`config.mk`:
```
export PLATFORM = sky130hd
export DESIGN_NAME = tcw_ctrl
export DESIGN_NICKNAME = d
export VERILOG_FILES = /design/src/sv/tcw_pkg.sv /design/src/sv/tcw_ctrl.sv
export SDC_FILE = /design/constraint.sdc
export NUM_CORES = 1
export LEC_CHECK = 0
export BUFFER_PORTS_ARGS = -buffer_cell sky130_fd_sc_hd__buf_2
export CORE_MARGIN = 2
export CORE_UTILIZATION = 48
export DETAILED_ROUTE_END_ITERATION = 7
export GPL_TIMING_DRIVEN = 0
export MAX_ROUTING_LAYER = met4
export PLACE_DENSITY = 0.8
export SYNTH_ARGS = -nofsm -noshare
export SYNTH_HDL_FRONTEND = slang
export SYNTH_SLANG_ARGS = --single-unit
```
`constraint.sdc`:
```
create_clock -name i_clk -period 2.8 [get_ports i_clk]
set_clock_uncertainty 0.1 [all_clocks]
set_input_delay 0.56 -clock i_clk [delete_from_list [all_inputs] [get_ports i_clk]]
set_output_delay 0.56 -clock i_clk [all_outputs]
set_load 0.02 [all_outputs]
```
`src/sv/tcw_pkg.sv`:
```
`default_nettype none
// ----------------------------------------------------------------------------
// tcw_pkg
// Shared types and constants of the text console writer.
// ----------------------------------------------------------------------------
package tcw_pkg;

    localparam int CMD_W      = 2;
    localparam int CODE_W     = 8;
    localparam int COL_W      = 7;
    localparam int ROW_W      = 8;
    localparam int CUR_COL_W  = 8;
    localparam int COLOUR_W   = 4;
    localparam int CELL_W     = CODE_W + 2 * COLOUR_W;
    localparam int CFG_IDX_W  = 1;
    localparam int CFG_DATA_W = COLOUR_W;

    typedef enum logic [CMD_W-1:0] {
        CMD_PUT    = 2'd0,
        CMD_READ   = 2'd1,
        CMD_CLEAR  = 2'd2,
        CMD_SETCUR = 2'd3
    } t_cmd;

    typedef enum logic [CFG_IDX_W-1:0] {
        CFG_FG = 1'b0,
        CFG_BG = 1'b1
    } t_cfg_idx;

    localparam logic [CODE_W-1:0]   CODE_NULL  = 8'd0;
    localparam logic [CODE_W-1:0]   CODE_LF    = 8'd10;
    localparam logic [CODE_W-1:0]   CODE_CR    = 8'd13;
    localparam logic [CODE_W-1:0]   CODE_BLANK = 8'd32;
    localparam logic [COLOUR_W-1:0] RST_FG     = 4'd5;
    localparam logic [COLOUR_W-1:0] RST_BG     = 4'd0;
    localparam logic [ROW_W-1:0]    HOME_ROW   = 8'd1;
    localparam logic [ROW_W-1:0]    ROW_MAX    = 8'd255;

    typedef struct packed {
        logic load;
        logic decode;
        logic copy;
        logic drain;
        logic fill;
        logic fill_rst;
        logic write_char;
        logic read;
        logic capture;
        logic finish;
    } t_ctrl_cmd;

    typedef struct packed {
        t_cmd cmd;
        logic no_write;
        logic need_scroll;
        logic in_range;
        logic ptr_last;
        logic out_free;
    } t_dp_status;

endpackage
`default_nettype wire

```
`src/sv/tcw_ctrl.sv`:
```
`default_nettype none
// ----------------------------------------------------------------------------
// tcw_ctrl
// Sequencer: decodes each item and steps the screen sweeps and accesses.
// ----------------------------------------------------------------------------
module tcw_ctrl (
    input  wire logic                i_clk,
    input  wire logic                i_rst_n,
    input  wire logic                i_in_valid,
    input  wire tcw_pkg::t_dp_status i_status,
    output tcw_pkg::t_ctrl_cmd       o_cmd,
    output logic                     o_in_ready
);

    typedef enum logic [9:0] {
        S_INIT    = 10'b00_0000_0001,
        S_IDLE    = 10'b00_0000_0010,
        S_DECODE  = 10'b00_0000_0100,
        S_COPY    = 10'b00_0000_1000,
        S_DRAIN   = 10'b00_0001_0000,
        S_FILL    = 10'b00_0010_0000,
        S_WRITE   = 10'b00_0100_0000,
        S_READ    = 10'b00_1000_0000,
        S_CAPTURE = 10'b01_0000_0000,
        S_DONE    = 10'b10_0000_0000
    } t_state;

    t_state r_state;
    t_state n_state;

    always_comb begin
        n_state = r_state;
        o_cmd   = '0;
        case (r_state)
            S_INIT: begin
                o_cmd.fill     = 1'b1;
                o_cmd.fill_rst = 1'b1;
                if (i_status.ptr_last) begin
                    n_state = S_IDLE;
                end
            end
            S_IDLE: begin
                if (i_in_valid) begin
                    o_cmd.load = 1'b1;
                    n_state    = S_DECODE;
                end
            end
            S_DECODE: begin
                o_cmd.decode = 1'b1;
                case (i_status.cmd)
                    tcw_pkg::CMD_PUT: begin
                        if (i_status.no_write) begin
                            n_state = S_DONE;
                        end else if (i_status.need_scroll) begin
                            n_state = S_COPY;
                        end else begin
                            n_state = S_WRITE;
                        end
                    end
                    tcw_pkg::CMD_READ: begin
                        n_state = i_status.in_range ? S_READ : S_DONE;
                    end
                    tcw_pkg::CMD_CLEAR: begin
                        n_state = S_FILL;
                    end
                    default: begin
                        n_state = S_DONE;
                    end
                endcase
            end
            S_COPY: begin
                o_cmd.copy = 1'b1;
                if (i_status.ptr_last) begin
                    n_state = S_DRAIN;
                end
            end
            S_DRAIN: begin
                o_cmd.drain = 1'b1;
                n_state     = S_FILL;
            end
            S_FILL: begin
                o_cmd.fill = 1'b1;
                if (i_status.ptr_last) begin
                    n_state = (i_status.cmd == tcw_pkg::CMD_CLEAR) ? S_DONE : S_WRITE;
                end
            end
            S_WRITE: begin
                o_cmd.write_char = 1'b1;
                n_state          = S_DONE;
            end
            S_READ: begin
                o_cmd.read = 1'b1;
                n_state    = S_CAPTURE;
            end
            S_CAPTURE: begin
                o_cmd.capture = 1'b1;
                n_state       = S_DONE;
            end
            S_DONE: begin
                if (i_status.out_free) begin
                    o_cmd.finish = 1'b1;
                    n_state      = S_IDLE;
                end
            end
            default: begin
                n_state = S_IDLE;
            end
        endcase
    end

    always_ff @(posedge i_clk) begin
        if (!i_rst_n) begin
            r_state <= S_INIT;
        end else begin
            r_state <= n_state;
        end
    end

    assign o_in_ready = (r_state == S_IDLE);

endmodule
`default_nettype wire

```
==> key figures <==
Run status
  • Status: finished, final reports clean

Floorplan
  • Horiz. Die Dim: 41.7 um
  • Area of the core: 0.00132 mm2
  • Row count: 13
  • Initial Util: 51.9%
  • Total die area: approximately 0.0017 mm2
  • I/O pin count: 21
  • Die Y: 41.7 um

Yosys
  • Synth warn: 0
  • Cell Area, Synth: 683 um2
  • Area leader, netlist: dfxtp_1
  • Number of synthesized flops with an enable pin: 0
  • Synth area leaders: dfxtp_1, nor4_1, nor2_1
  • Primary FF master, synth: dfxtp_1
  • Syn_area_per_cell: just under 8 um2
  • Mapped Cells: 88
  • Syn_nets: 98
  • Unique masters post-synth: 32
  • Async S/R FF share, synth: 0%
  • Post-synthesis sequential area ratio: 29.3%
  • Synth top area share: between 20% and 30%
  • Synthesized flop and latch total: 10

Clocking
  • CTS Hold Buffers Added: 0
  • CTS max path bufs: 2
  • Clock sink total: 10
  • Root buf cell: clkbuf_4
  • H-tree depth: 1
  • Clock Latency Late Sink: 270 ps
  • Setup repair bufs after CTS: 0
  • CTS tree: yes
  • Post-CTS sizing: 0
  • Worst-path clk slew: roughly 70 ps
  • Number of buffers created by CTS: 3

STA
  • Fin crit period: about 2600 ps
  • Pins Over Slew Limit: 0
  • Final setup TNS: 0 ps
  • Max Freq: roughly 380 MHz
  • Rel. slew slack: 59.7%
  • Final hold vios: 0
  • Fin crit share: a little over 90%
  • Hold_ws: 393 ps
  • RSZ-0062 raised after global routing: no
  • Final setup violation count: 0
  • Tightest Pin Transition: 599 ps

Layout
  • Max reg flops: 10
  • Most frequent cells in the layout: buf_2, nor2_1, dfxtp_1
  • Syn-to-layout area delta: 20.7%
  • Commonest non-fill, non-tap cell in the layout: buf_2
  • Antenna cells: 0
  • Fin nets: 123
  • Largest register by flop count: r_state
  • Design area: 825 um2
  • Biggest regs: r_state: 10 flops
  • Filler cells: 128
  • Share of cells above drive strength 1: 29.7%

Placed design
  • Detail Placement HPWL: 1350 um
  • Placer Congestion: 0.845
  • Port-buffer cells: 20
  • Cell Area, Placed: 802 um2

Drt
  • ANT nets after route: 0
  • Initial detailed-routing violation count: 23
  • DRC: 0
  • Drt wl/cell: between 10 and 15 um
  • Vias per cell: just under 6
  • Vias: 748
  • Pre-antenna DRT Iters: 4
  • Drt total wl: 1700 um

Power
  • Leakage: 0.375 nW
  • Tot Pwr: 350 uW
  • Cell Pwr Density: 425 mW/mm2
  • Max VDD drop: about 0.29 mV

Job
  • Max cap viols: 0

Global routing
  • Total GRT Usage: between 20% and 30%
  • Initial antenna violation count: 0
  • Global-route wire length before repair: 2800 um
  • Vias in the first global route: 678
  • Largest net degree at the start of global routing: 10
  • Overflow after GRT: 0

Hold path
  • Type of the tightest min-delay check: in2reg

Setup path
  • Crit. End Element: primary output
  • Required @ worst endpoint: ~2100 ps
  • CP Max Fanout: 9
  • Startpoint types: flop
  • WS Path Type: reg2out
  • Worst Path Arrival: 1960 ps
[final timing paths]
check                                                to  depth (start not counted)                     from  slack (ps)
worst max-delay path                           o_cmd[7]                          5  r_state[5]$_SDFFE_PN0P_         180
worst min-delay path            r_state[0]$_SDFFE_PN1P_                          2                  i_rst_n         390
worst max register to register  r_state[6]$_SDFFE_PN0P_                          8  r_state[5]$_SDFFE_PN0P_         460
worst min register to register  r_state[8]$_SDFFE_PN0P_                          2  r_state[7]$_SDFFE_PN0P_         460
[per-layer routing]
layer	global-route usage (%)	routed length, um	vias up
li1	-	-	368
met5	-	0	-
met3	4.35	124	5
met4	11.6	32	0
met2	38.8	853	33
met1	22.0	684	342
[report_power, final]
| part | switching (mW) | internal, mW | total (mW) |
|---|---|---|---|
| Sequential | 0.00499 | 0.147 | 0.152 |
| Combinational | 0.0577 | 0.0391 | 0.0968 |
| Clock | 0.0514 | 0.0497 | 0.101 |
[logic make-up (layout without fill, tap and decap cells)]
family                 count (synthesis)  after routing  share of synthesized area (%)
buffers and inverters                 12             35                           9.71
AO/OA/AOI/OAI                         10             10                           11.5
AND/OR/NAND/NOR                       53             53                           45.6
XOR/XNOR                               3              3                           3.85
flip-flops                            10             10                           29.3
[synth_stat cells (2+ instances only)]
cell type and n:
nor3_1 7, buf_2 2, inv_1 7, nor4_1 7, nor3b_1 3, buf_6 2
nor2_1 11, a21oi_1 2, or4_1 2, nand2b_1 3, nand3_1 5, nor4b_1 2
dfxtp_1 10, xnor2_1 2, nand2_1 6
[layout make-up]
type,count,area (um2),share of cell area [%]
multi-input cells,66,417,50.5
flip-flops and latches,10,200,24.3
repair buffers,20,100,12.1
plain buffers,5,40.0,4.86
inverters,7,26.3,3.19
clock buffers,3,22.5,2.73
well taps,15,18.8,2.28
[critical path, stage by stage, from the launching register on]
cell,delay [ps]
dfxtp_1,300
buf_2,160
or4_4,520
buf_6,150
nor4b_2,330
buf_2,230
[metrics by stage]
stage	utilization, %	std cells	worst slack, ps
after floorplan	-	88	192
after global placement	60.9	123	503
after detailed placement	60.9	123	485
after CTS	62.6	126	191
after global routing	62.6	126	88.8
final	62.6	126	181
Note: power is estimated with default switching activity, not from simulation.
